==> src/rtl/square_wave_beep_generator_macros.svh <==
// ============================================================================
// Beep generator assertion macros
// Concurrent assertion shorthands, clocked on clk and disabled in reset.
// ============================================================================
`ifndef SQUARE_WAVE_BEEP_GENERATOR_MACROS_SVH
`define SQUARE_WAVE_BEEP_GENERATOR_MACROS_SVH

`ifndef SYNTHESIS

`define SQB_ASSERT_IMPL(lbl, ante, cons) \
    lbl: assert property (@(posedge clk) disable iff (!rst_n) (ante) |-> (cons)) \
        else $error("beep generator check failed");

`define SQB_ASSERT_NEXT(lbl, ante, cons) \
    lbl: assert property (@(posedge clk) disable iff (!rst_n) (ante) |=> (cons)) \
        else $error("beep generator check failed");

`else

`define SQB_ASSERT_IMPL(lbl, ante, cons)

`define SQB_ASSERT_NEXT(lbl, ante, cons)

`endif

`endif

==> src/rtl/sqbeep_pkg.sv <==
// ============================================================================
// Beep generator package
// Widths, constants, sequencer states and inter-module bundles.
// ============================================================================
package sqbeep_pkg;

    localparam int FIELD_W    = 16;
    localparam int SAMPLE_W   = 14;
    localparam int PHASE_W    = 16;
    localparam int DIVIDEND_W = 32;
    localparam int COUNT_W    = 23;
    localparam int RECIP_W    = 29;
    localparam int RECIP_SHIFT = 38;

    localparam logic [FIELD_W-1:0]         DEFAULT_RATE  = 16'd16000;
    localparam logic [FIELD_W-1:0]         MS_PER_S      = 16'd1000;
    localparam logic [RECIP_W-1:0]         RECIP_MS      = 29'd274877907;
    localparam logic signed [SAMPLE_W-1:0] AMPLITUDE     = 14'sd6000;
    localparam logic signed [SAMPLE_W-1:0] NEG_AMPLITUDE = -14'sd6000;
    localparam logic signed [SAMPLE_W-1:0] SILENCE       = 14'sd0;

    typedef enum logic
    {
        OP_QUEUE = 1'b0,
        OP_TICK  = 1'b1
    } op_t;

    typedef enum logic [1:0]
    {
        ST_IDLE,
        ST_START,
        ST_WAIT,
        ST_OUT
    } state_t;

    typedef struct packed
    {
        logic                  start;
        logic [DIVIDEND_W-1:0] dividend;
        logic [FIELD_W-1:0]    divisor;
    } div_req_t;

    typedef struct packed
    {
        logic                  done;
        logic [DIVIDEND_W-1:0] quotient;
    } div_rsp_t;

    typedef struct packed
    {
        logic                       valid;
        logic signed [SAMPLE_W-1:0] sample;
        logic                       active;
    } res_t;

endpackage

==> src/rtl/sqbeep_div.sv <==
// ============================================================================
// Beep generator divider
// Restoring divider, one quotient bit per cycle, a 32-bit quotient per request.
// ============================================================================
module sqbeep_div
(
    input  logic                 clk,
    input  logic                 rst_n,
    input  sqbeep_pkg::div_req_t req,
    output sqbeep_pkg::div_rsp_t rsp
);
    import sqbeep_pkg::*;

    localparam int STEPS = DIVIDEND_W;
    localparam int CNT_W = $clog2(STEPS);

    logic                  busy_reg;
    logic                  done_reg;
    logic [CNT_W-1:0]      cnt_reg;
    logic [DIVIDEND_W-1:0] quo_reg;
    logic [FIELD_W-1:0]    rem_reg;
    logic [FIELD_W-1:0]    dvs_reg;

    logic [FIELD_W:0]      trial;
    logic [FIELD_W:0]      diff;
    logic                  fits;

    always_comb
    begin
        trial = {rem_reg, quo_reg[DIVIDEND_W-1]};
        diff  = trial - {1'b0, dvs_reg};
        fits  = trial >= {1'b0, dvs_reg};
    end

    always_ff @(posedge clk or negedge rst_n)
    begin
        if (!rst_n)
        begin
            busy_reg <= 1'b0;
            done_reg <= 1'b0;
            cnt_reg  <= '0;
        end
        else
        begin
            done_reg <= 1'b0;
            if (req.start)
            begin
                busy_reg <= 1'b1;
                cnt_reg  <= '0;
            end
            else if (busy_reg)
            begin
                cnt_reg <= cnt_reg + CNT_W'(1);
                if (cnt_reg == CNT_W'(STEPS - 1))
                begin
                    busy_reg <= 1'b0;
                    done_reg <= 1'b1;
                end
            end
        end
    end

    always_ff @(posedge clk)
    begin
        if (req.start)
        begin
            quo_reg <= req.dividend;
            rem_reg <= '0;
            dvs_reg <= req.divisor;
        end
        else if (busy_reg)
        begin
            quo_reg <= {quo_reg[DIVIDEND_W-2:0], fits};
            rem_reg <= fits ? diff[FIELD_W-1:0] : trial[FIELD_W-1:0];
        end
    end

    assign rsp.done     = done_reg;
    assign rsp.quotient = quo_reg;

endmodule

==> src/rtl/sqbeep_ctrl.sv <==
// ============================================================================
// Beep generator sequencer
// Command decode, beep state and sequencing of the divider.
// ============================================================================
`include "square_wave_beep_generator_macros.svh"

module sqbeep_ctrl
(
    input  logic                                clk,
    input  logic                                rst_n,
    input  logic                                in_valid,
    input  logic                                cmd,
    input  logic [sqbeep_pkg::FIELD_W-1:0]      tone_hz,
    input  logic [sqbeep_pkg::FIELD_W-1:0]      duration_ms,
    input  logic [sqbeep_pkg::FIELD_W-1:0]      rate,
    output logic                                in_ready,
    output sqbeep_pkg::res_t                    res,
    input  logic                                res_take,
    output sqbeep_pkg::div_req_t                div_req,
    input  sqbeep_pkg::div_rsp_t                div_rsp
);
    import sqbeep_pkg::*;

    state_t                     state_reg;
    state_t                     state_next;
    op_t                        op_reg;
    op_t                        op_next;
    logic [FIELD_W-1:0]         freq_reg;
    logic [FIELD_W-1:0]         freq_next;
    logic [COUNT_W-1:0]         count_reg;
    logic [COUNT_W-1:0]         count_next;
    logic [PHASE_W-1:0]         phase_reg;
    logic [PHASE_W-1:0]         phase_next;
    logic [DIVIDEND_W-1:0]      dvd_reg;
    logic [DIVIDEND_W-1:0]      dvd_next;
    logic [FIELD_W-1:0]         dvs_reg;
    logic [FIELD_W-1:0]         dvs_next;
    logic signed [SAMPLE_W-1:0] pend_sample_reg;
    logic signed [SAMPLE_W-1:0] pend_sample_next;
    logic                       pend_active_reg;
    logic                       pend_active_next;

    logic                       accept;
    logic                       is_tick;
    logic                       queue_empty;
    logic                       count_zero;
    logic                       tick_done;
    logic                       queue_scale;
    logic [DIVIDEND_W+RECIP_W-1:0] recip_prod;
    logic [COUNT_W-1:0]         scaled;

    assign accept      = in_valid && (state_reg == ST_IDLE);
    assign is_tick     = (op_t'(cmd) == OP_TICK);
    assign queue_empty = (tone_hz == '0) || (duration_ms == '0);
    assign count_zero  = (count_reg == '0);
    assign tick_done   = (state_reg == ST_WAIT) && div_rsp.done && (op_reg == OP_TICK);
    assign queue_scale = (state_reg == ST_START) && (op_reg == OP_QUEUE);
    assign recip_prod  = dvd_reg * RECIP_MS;
    assign scaled      = recip_prod[RECIP_SHIFT+COUNT_W-1:RECIP_SHIFT];

    always_comb
    begin
        state_next = state_reg;
        unique case (state_reg)
            ST_IDLE:
            begin
                if (accept)
                begin
                    if (is_tick)
                        state_next = count_zero ? ST_OUT : ST_START;
                    else if (!queue_empty)
                        state_next = ST_START;
                end
            end
            ST_START:
                state_next = (op_reg == OP_TICK) ? ST_WAIT : ST_IDLE;
            ST_WAIT:
            begin
                if (div_rsp.done)
                    state_next = ST_OUT;
            end
            ST_OUT:
            begin
                if (res_take)
                    state_next = ST_IDLE;
            end
            default:
                state_next = ST_IDLE;
        endcase
    end

    always_comb
    begin
        in_ready         = (state_reg == ST_IDLE);
        div_req.start    = (state_reg == ST_START) && (op_reg == OP_TICK);
        div_req.dividend = dvd_reg;
        div_req.divisor  = dvs_reg;
        res.valid        = (state_reg == ST_OUT);
        res.sample       = pend_sample_reg;
        res.active       = pend_active_reg;
    end

    always_comb
    begin
        op_next          = op_reg;
        freq_next        = freq_reg;
        count_next       = count_reg;
        phase_next       = phase_reg;
        dvd_next         = dvd_reg;
        dvs_next         = dvs_reg;
        pend_sample_next = pend_sample_reg;
        pend_active_next = pend_active_reg;
        if (accept)
        begin
            op_next = op_t'(cmd);
            if (is_tick)
            begin
                dvd_next         = {freq_reg, {(DIVIDEND_W - FIELD_W){1'b0}}};
                dvs_next         = rate;
                pend_active_next = !count_zero;
                if (count_zero)
                    pend_sample_next = SILENCE;
                else
                    pend_sample_next = phase_reg[PHASE_W-1] ? AMPLITUDE : NEG_AMPLITUDE;
            end
            else if (queue_empty)
            begin
                count_next = '0;
            end
            else
            begin
                freq_next = tone_hz;
                dvd_next  = DIVIDEND_W'(duration_ms) * DIVIDEND_W'(rate);
            end
        end
        else if (queue_scale)
        begin
            if (scaled == '0)
                count_next = COUNT_W'(1);
            else
                count_next = scaled;
        end
        else if (tick_done)
        begin
            phase_next = phase_reg + div_rsp.quotient[PHASE_W-1:0];
            count_next = count_reg - COUNT_W'(1);
        end
    end

    always_ff @(posedge clk or negedge rst_n)
    begin
        if (!rst_n)
        begin
            state_reg <= ST_IDLE;
            op_reg    <= OP_QUEUE;
            freq_reg  <= '0;
            count_reg <= '0;
            phase_reg <= '0;
        end
        else
        begin
            state_reg <= state_next;
            op_reg    <= op_next;
            freq_reg  <= freq_next;
            count_reg <= count_next;
            phase_reg <= phase_next;
        end
    end

    always_ff @(posedge clk)
    begin
        dvd_reg         <= dvd_next;
        dvs_reg         <= dvs_next;
        pend_sample_reg <= pend_sample_next;
        pend_active_reg <= pend_active_next;
    end

    `SQB_ASSERT_IMPL(a_done_in_wait, div_rsp.done, state_reg == ST_WAIT)
    `SQB_ASSERT_NEXT(a_tick_starts_div, accept && is_tick && !count_zero, state_reg == ST_START)
    `SQB_ASSERT_NEXT(a_tick_drops_count, tick_done, count_reg == $past(count_reg) - COUNT_W'(1))
    `SQB_ASSERT_NEXT(a_phase_holds, (state_reg == ST_WAIT) && !div_rsp.done, $stable(phase_reg))

endmodule

==> src/rtl/square_wave_beep_generator.sv <==
// A sample request passes through the start, wait and output states to out_valid;
// a silent one goes straight from idle to the output state. A non-empty queue request
// passes through the start state before the next request is taken; it gives no result.
// One request at a time: a sample request holds the input until its result is taken.
// Reset: rst_n clears phase, frequency and count, and sets the rate register to 16000.
// ============================================================================
// Square wave beep generator
// Top level: rate register, output register, sequencer and divider.
// ============================================================================
module square_wave_beep_generator
(
    input  logic                                    clk,
    input  logic                                    rst_n,
    input  logic                                    cfg_valid,
    output logic                                    cfg_ready,
    input  logic [sqbeep_pkg::FIELD_W-1:0]          sample_rate,
    input  logic                                    in_valid,
    output logic                                    in_stall,
    input  logic                                    cmd,
    input  logic [sqbeep_pkg::FIELD_W-1:0]          tone_hz,
    input  logic [sqbeep_pkg::FIELD_W-1:0]          duration_ms,
    output logic                                    out_valid,
    input  logic                                    out_stall,
    output logic signed [sqbeep_pkg::SAMPLE_W-1:0]  sample,
    output logic                                    active
);
    import sqbeep_pkg::*;

    logic [FIELD_W-1:0]         rate_reg;
    logic                       out_valid_reg;
    logic signed [SAMPLE_W-1:0] sample_reg;
    logic                       active_reg;

    logic                       in_ready;
    res_t                       res;
    logic                       res_take;
    div_req_t                   div_req;
    div_rsp_t                   div_rsp;

    assign cfg_ready = 1'b1;
    assign in_stall  = !in_ready;
    assign res_take  = res.valid && (!out_valid_reg || !out_stall);

    always_ff @(posedge clk or negedge rst_n)
    begin
        if (!rst_n)
            rate_reg <= DEFAULT_RATE;
        else if (cfg_valid && cfg_ready)
            rate_reg <= (sample_rate == '0) ? DEFAULT_RATE : sample_rate;
    end

    always_ff @(posedge clk or negedge rst_n)
    begin
        if (!rst_n)
            out_valid_reg <= 1'b0;
        else if (res_take)
            out_valid_reg <= 1'b1;
        else if (!out_stall)
            out_valid_reg <= 1'b0;
    end

    always_ff @(posedge clk)
    begin
        if (res_take)
        begin
            sample_reg <= res.sample;
            active_reg <= res.active;
        end
    end

    assign out_valid = out_valid_reg;
    assign sample    = sample_reg;
    assign active    = active_reg;

    sqbeep_ctrl u_ctrl
    (
        .clk         (clk),
        .rst_n       (rst_n),
        .in_valid    (in_valid),
        .cmd         (cmd),
        .tone_hz     (tone_hz),
        .duration_ms (duration_ms),
        .rate        (rate_reg),
        .in_ready    (in_ready),
        .res         (res),
        .res_take    (res_take),
        .div_req     (div_req),
        .div_rsp     (div_rsp)
    );

    sqbeep_div u_div
    (
        .clk   (clk),
        .rst_n (rst_n),
        .req   (div_req),
        .rsp   (div_rsp)
    );

endmodule
==> config.mk <==
export PLATFORM = sky130hd
export DESIGN_NAME = square_wave_beep_generator
export DESIGN_NICKNAME = d
export VERILOG_FILES = /design/src/rtl/sqbeep_pkg.sv /design/src/rtl/sqbeep_div.sv /design/src/rtl/sqbeep_ctrl.sv /design/src/rtl/square_wave_beep_generator.sv
export VERILOG_INCLUDE_DIRS = /design/src /design/src/rtl
export SDC_FILE = /design/constraint.sdc
export NUM_CORES = 2
export LEC_CHECK = 0
export BUFFER_PORTS_ARGS = -buffer_cell sky130_fd_sc_hd__buf_2
export CAP_MARGIN = 30
export CORE_MARGIN = 3
export CORE_UTILIZATION = 43
export CTS_CLUSTER_DIAMETER = 150
export CTS_CLUSTER_SIZE = 16
export DETAILED_ROUTE_END_ITERATION = 10
export GPL_TIMING_DRIVEN = 0
export SYNTH_ARGS = -nofsm -noshare
export SYNTH_HDL_FRONTEND = slang
export SYNTH_SLANG_ARGS = --single-unit
==> constraint.sdc <==
create_clock -name clk -period 6.4 [get_ports clk]
set_input_delay 1.28 -clock clk [delete_from_list [all_inputs] [get_ports clk]]
set_output_delay 1.28 -clock clk [all_outputs]
set_load 0.05 [all_outputs]
Yosys cells after proc, flatten, opt, wreduce, memory -nomap -nowiden. Cells that the tools add are included.

Bits in registers: 224. Input port bits: 54. Output and inout bits: 18. Word-level logic and storage cells: 101.

Add/sub/neg operators: 4. Multipliers: 2. $lt $le $gt $ge: 1. Equality and inequality tests: 12. Mux-type cells: 31. Bitwise operators: 5. Reductions and logical operators: 26.

Operators with widths (number): $mux 23 (6); $mux 32 (4); $mul 32x29->61 const B (1); $logic_not 16->1 (3); $logic_not 23->1 (2); $mul 16x16->32 (1); $mux 16 (2); $sub 23x1->23 const B (1); $ge 17x16->1 (1); $add 16x16->16 (1); $sub 16x16->16 (1); $mux 14 (1); $mux 2 (7); $mux 5 (2); $reduce_and 3->1 (3); $mux 1 (8); $ne 2x1->1 const B (4); $pmux 2 s4 (1); $logic_and 1x1->1 (6); $ne 2x2->1 const B (3); $add 5x1->5 const B (1); $eq 5x5->1 const B (1); $not 1->1 (5); $eq 2x2->1 const B (2); other kinds (9) (14).

Depth between registers and ports, before layout.
Depth after elaboration: 6. Gate-level depth with buffers: 26. Depth with buffers taken out: 26.

Modules after synthesis. A second synthesis with hierarchy kept.

Cell total of the unflattened synthesis: 3391. Area total of the unflattened synthesis: 33420.8 sq um.

By module, submodules not included: sqbeep_ctrl (instances 1, cells each 2983, area an instance 28325.9 sq um, seq. area each 3012.9 sq um); sqbeep_div (instances 1, cells each 348, area an instance 3940.0 sq um, seq. area each 1936.9 sq um); square_wave_beep_generator (instances 1, cells each 60, area an instance 1154.9 sq um, seq. area each 883.3 sq um).

Worst setup path before layout. Ideal clock, no wire load.

Kind: input port to flip-flop. Start point: in duration_ms[12] in the netlist's numbering. End point: reg u_ctrl.dvd_reg[31] (data pin). Library setup time: 0.152 ns. Data arrival time: 7.184 ns. Data required time: 6.248 ns. Path slack: -0.936 ns. Stages: 23. Path buffers: 2. Cells stage by stage: clkbuf_1 clkbuf_1 nand2_1 fa_1 inv_1 fa_1 inv_1 fa_1 inv_1 fa_1 fa_1 fa_1 ha_1 a21o_1 a21o_1 a21o_1 a21o_1 a21oi_1 a21boi_0 nor4_1 o311a_1 or3_1 a31oi_1.

Word-level cells in the longest chain between the ends: 3.

RTL lines: start: declaration (line square_wave_beep_generator.sv:21) `input logic [sqbeep_pkg::FIELD_W-1:0] duration_ms,`; $mul 16x16->32 (line sqbeep_ctrl.sv:133) `dvd_next = DIVIDEND_W'(duration_ms) * DIVIDEND_W'(rate);`; $mux 32 (line sqbeep_ctrl.sv:126) `else if (queue_empty)`; $mux 32 (line sqbeep_ctrl.sv:116) `if (is_tick)`; end signal: assignment (line sqbeep_ctrl.sv:172) `dvd_reg <= dvd_next;`; end: declaration (line sqbeep_ctrl.sv:34) `logic [DIVIDEND_W-1:0] dvd_reg;`.

No other way between the ends. The select of a mux whose other input is x is not followed. A chain may end at the register's enable or synchronous reset.

Final worst setup path.
Start point: reg u_ctrl.dvd_reg[14]. End point: reg u_ctrl.count_reg[0].

Word-level cells in the longest chain between the ends: 5.

RTL lines: $mul 32x29->61 * (line sqbeep_ctrl.sv:58) `assign recip_prod = dvd_reg * RECIP_MS;`; $logic_not 23->1 (line sqbeep_ctrl.sv:138) `if (scaled == '0)`; $mux 23 * (line sqbeep_ctrl.sv:138); $mux 23 * (line sqbeep_ctrl.sv:136) `else if (queue_scale)`; $mux 23 * (line sqbeep_ctrl.sv:113) `if (accept)`; end signal: assignment (line sqbeep_ctrl.sv:165) `count_reg <= count_next;`; end: declaration (line sqbeep_ctrl.sv:30) `logic [COUNT_W-1:0] count_reg;`.

Mark *: on every way between the ends. The rest lies on a longest branch, timed or not.

==> qor.log <==
qor: run_status.run_status finished, violations left
qor: run_status.failed_checks negative setup slack
qor: routing.route.final.wire_length 90100 um
qor: clock_network.skew_pair_late_insertion_delay 0.53 ns
qor: clock_network.cts.sink_count 202
qor: sta.fin_tns_setup -9.37 ns
qor: clock_network.cts_root_buffer sky130_fd_sc_hd__clkbuf_16
qor: routing.routed_wire_length_per_instance 19.4 um
qor: synth.synth_cell_types 97
qor: synth.synth_cells 3382
qor: global_route.antenna_found_initial 1
qor: die.starting_density_of_the_core 43.8%
qor: final_layout.area_growth_syn_to_layout 19.8%
qor: place.buffer_ports.inserted 63
qor: routing.highest-signal-layer met4
qor: global_route.via_count_of_the_first_global_routing_pass 24758
qor: worst_hold_path.timing.hold.worst.start u_ctrl.dvs_reg[11]
qor: sta.worstMarginPinSlew 0.976 ns
qor: sta.timing.final.hold_violations 0
qor: critical_path.cp_data_required_time 6.83 ns
qor: final_layout.n_antenna_cell 0
qor: synth.most_frequent_cell_after_synthesis sky130_fd_sc_hd__inv_1
qor: routing.route.detailed.drc 0
qor: synth.synth.top_cell.area_share 30.2%
qor: synth.post_synth.cell_area_avg 9.70 um^2
qor: global_route.grt_overflow 0
qor: synth.synth_async_sr_flop_share 40.6%
qor: routing.detail_route.vias_per_cell 5.23
qor: sta.max_slew_margin 34.7%
qor: final_layout.final_layout_size_suffix_gt1_share 19.8%
qor: routing.wl_met2 41300 um
qor: die.core-area 0.0749 mm^2
qor: synth.synth_common_cells sky130_fd_sc_hd__inv_1 (817), sky130_fd_sc_hd__ha_1 (526), sky130_fd_sc_hd__fa_1 (494), sky130_fd_sc_hd__nand2_1 (307), sky130_fd_sc_hd__o21ai_0 (120)
qor: job.timing.max_cap.violations 0
qor: clock_network.htree_num_levels 1
qor: clock_network.tritoncts yes
qor: worst_hold_path.worst_hold_path_type reg -> reg
qor: die.chipHeight 282 um
qor: synth.synth-seq-area-share 16.8%
qor: clock_network.cts_hold_repair.buffers 0
qor: critical_path.worst_reg_to_reg_cells 26
qor: critical_path.critPathArrivalTime 7.79 ns
qor: sta.finalMaxSlewViolations 0
qor: routing.via_count 24339
qor: critical_path.worstReg2RegStart u_ctrl.dvd_reg[14]
qor: critical_path.startpoint_type flop
qor: sta.ratio_of_final_minimum_period_to_clock_period 115%
qor: clock_network.clkTransAtPathRegs 0.08 ns
qor: critical_path.worst_setup_path_end_kind flop
qor: synth.synth.top_cells.by_area sky130_fd_sc_hd__fa_1 (30%), sky130_fd_sc_hd__ha_1 (20%), sky130_fd_sc_hd__edfxtp_1 (9.5%), sky130_fd_sc_hd__inv_1 (9.4%), sky130_fd_sc_hd__dfrtp_1 (5.8%)
qor: global_route.wire_length_of_the_first_global_routing_pass 141000 um
qor: critical_path.critPathMaxFanout 5
qor: place.finalWeightedCongestion 0.884
qor: sta.grt_setup_unrepaired true
qor: clock_network.ctsLongestPathBuffers 3
qor: die.core.rowCount 100
qor: sta.max_freq 0.136 GHz
qor: critical_path.type_of_the_setup_path_with_the_least_slack reg -> reg
qor: sta.clock-skew-final 0.0414 ns
qor: die.die_area 0.0796 mm^2
qor: worst_hold_path.hold_depth 0
qor: routing.dr_wl_met3 4160 um
qor: routing.wire_length_the_detailed_router_placed_on_met1 42500 um
qor: die.floorplan.io_pins 72
qor: global_route.grtUsageTotal 22.9%
qor: final_layout.fin_nets 4752
qor: sta.final.setup.worst_slack -0.959 ns
qor: die.die_w 282 um
qor: clock_network.tritoncts.num_buffers 17
qor: critical_path.timing.critical_path.from u_ctrl.dvd_reg[14]
qor: sta.finalWorstPathRequiredPeriod 7.36 ns
qor: global_route.grt_start_max_net_pins 50
qor: synth.synth_seq_cells 202
qor: place.dp.final_hpwl 70400 um
qor: sta.final-setup-viol-count 31
qor: routing.drt_iter0_drc 1375
qor: synth.netlist_area 0.0328 mm^2
qor: synth.synth.largest_area_cell sky130_fd_sc_hd__fa_1
qor: synth.ys_dominant_reg_cell sky130_fd_sc_hd__edfxtp_1
qor: synth.synth_enable_flop_cells 104
qor: routing.drt-pass1-iter-count 5
qor: routing.drt.antenna.violating_nets 0
qor: synth.number_of_warnings_reported_in_the_yosys_synthesis_log 0
[placed cells by master, fill, tap and decap left out, types with 38 or more instances in the layout]
cell / count
sky130_fd_sc_hd__a21o_1: 51
sky130_fd_sc_hd__clkbuf_1: 44
sky130_fd_sc_hd__nor2_1: 76
sky130_fd_sc_hd__o21ai_0: 91
sky130_fd_sc_hd__ha_1: 448
sky130_fd_sc_hd__fa_2: 38
sky130_fd_sc_hd__inv_2: 39
sky130_fd_sc_hd__nand2_1: 273
sky130_fd_sc_hd__and2_1: 104
sky130_fd_sc_hd__edfxtp_1: 104
sky130_fd_sc_hd__buf_2: 59
sky130_fd_sc_hd__ha_4: 68
sky130_fd_sc_hd__buf_6: 43
sky130_fd_sc_hd__a21oi_1: 86
sky130_fd_sc_hd__inv_1: 776
sky130_fd_sc_hd__fa_1: 456
sky130_fd_sc_hd__buf_4: 176
sky130_fd_sc_hd__dfrtp_1: 70
[area by class of cell]
cell class / instances / area (um^2)
buffer: 91 / 766
tap: 969 / 1210
multi-input combinational: 2270 / 25800
fill: 6690 / 35600
inverter: 817 / 3070
clock inverter: 3 / 36.3
timing repair buffer: 279 / 2450
sequential: 202 / 5510
clock buffer: 27 / 463
[critical path, cell delays in order, from the launching register on]
cell                        delay (ns)
sky130_fd_sc_hd__edfxtp_1         0.38
sky130_fd_sc_hd__buf_6            0.15
sky130_fd_sc_hd__buf_12           0.13
sky130_fd_sc_hd__ha_4             0.23
sky130_fd_sc_hd__fa_2             0.34
sky130_fd_sc_hd__fa_1             0.50
sky130_fd_sc_hd__inv_1            0.05
sky130_fd_sc_hd__fa_1             0.50
sky130_fd_sc_hd__inv_2            0.04
sky130_fd_sc_hd__fa_1             0.53
sky130_fd_sc_hd__fa_1             0.44
sky130_fd_sc_hd__fa_1             0.54
sky130_fd_sc_hd__inv_1            0.06
sky130_fd_sc_hd__fa_1             0.49
sky130_fd_sc_hd__inv_2            0.04
sky130_fd_sc_hd__ha_4             0.23
sky130_fd_sc_hd__a21oi_4          0.15
sky130_fd_sc_hd__o21ai_1          0.08
sky130_fd_sc_hd__a21o_1           0.22
sky130_fd_sc_hd__a311o_2          0.44
sky130_fd_sc_hd__a31oi_4          0.31
sky130_fd_sc_hd__o31a_4           0.21
sky130_fd_sc_hd__o21a_4           0.18
sky130_fd_sc_hd__a2bb2oi_4        0.19
sky130_fd_sc_hd__a21oi_4          0.09
sky130_fd_sc_hd__or4_4            0.54
sky130_fd_sc_hd__o31ai_2          0.17
[kinds of logic (layout without fill, tap and decap cells)]
logic type | after synthesis | in the layout | share of synthesized area [%]
compound gates | 447 | 447 | 8.93
fa+ha+maj | 1020 | 1020 | 50.2
other cells | 2 | 5 | 0.0229
xor+xnor | 59 | 59 | 1.58
buf+inv | 913 | 1217 | 10.7
simple gates | 694 | 694 | 10.3
mux | 45 | 45 | 1.48
flops | 202 | 202 | 16.8
[metrics by stage]
stage               setup slack [ns]  area [um^2]  util, %  hold WS (ns)  instances
finish                        -0.959        39300     52.4         0.392       4658
floorplan                     -0.500        33400        -         0.400       3385
detailed placement             -1.60        35000     46.7         0.405       4421
global route                   -1.12        39300     52.4         0.402       4658
CTS                           -0.946        38200     50.9         0.378       4610
global placement               -1.61        34900     46.6         0.401       4417
[layer usage]
layer | GRT usage, % | vias up
li1 | - | 11443
met1 | 34.0 | 12241
met3 | 2.14 | 112
met4 | 5.70 | 0
met5 | 0 | -
met2 | 36.1 | 543
[repair_timing]
item,in CTS,in global routing
pin swaps,131,142
resized for setup,259,192
buffers inserted,162,49
gates cloned,2,0
setup endpoints to repair,39,39
[worst paths after layout]
check                                 endpoint  slack, ns
min in group asynchronous     u_div.cnt_reg[0]       0.71
hold / removal               u_div.dvs_reg[11]       0.39
setup reg to reg           u_ctrl.count_reg[0]      -0.96
hold reg to reg              u_div.dvs_reg[11]       0.39
max in group asynchronous  u_ctrl.freq_reg[10]       4.97
setup / recovery           u_ctrl.count_reg[0]      -0.96
Power is not shown: default switching activity piles up to over one toggle a cycle in this logic, so the estimate is an artifact.
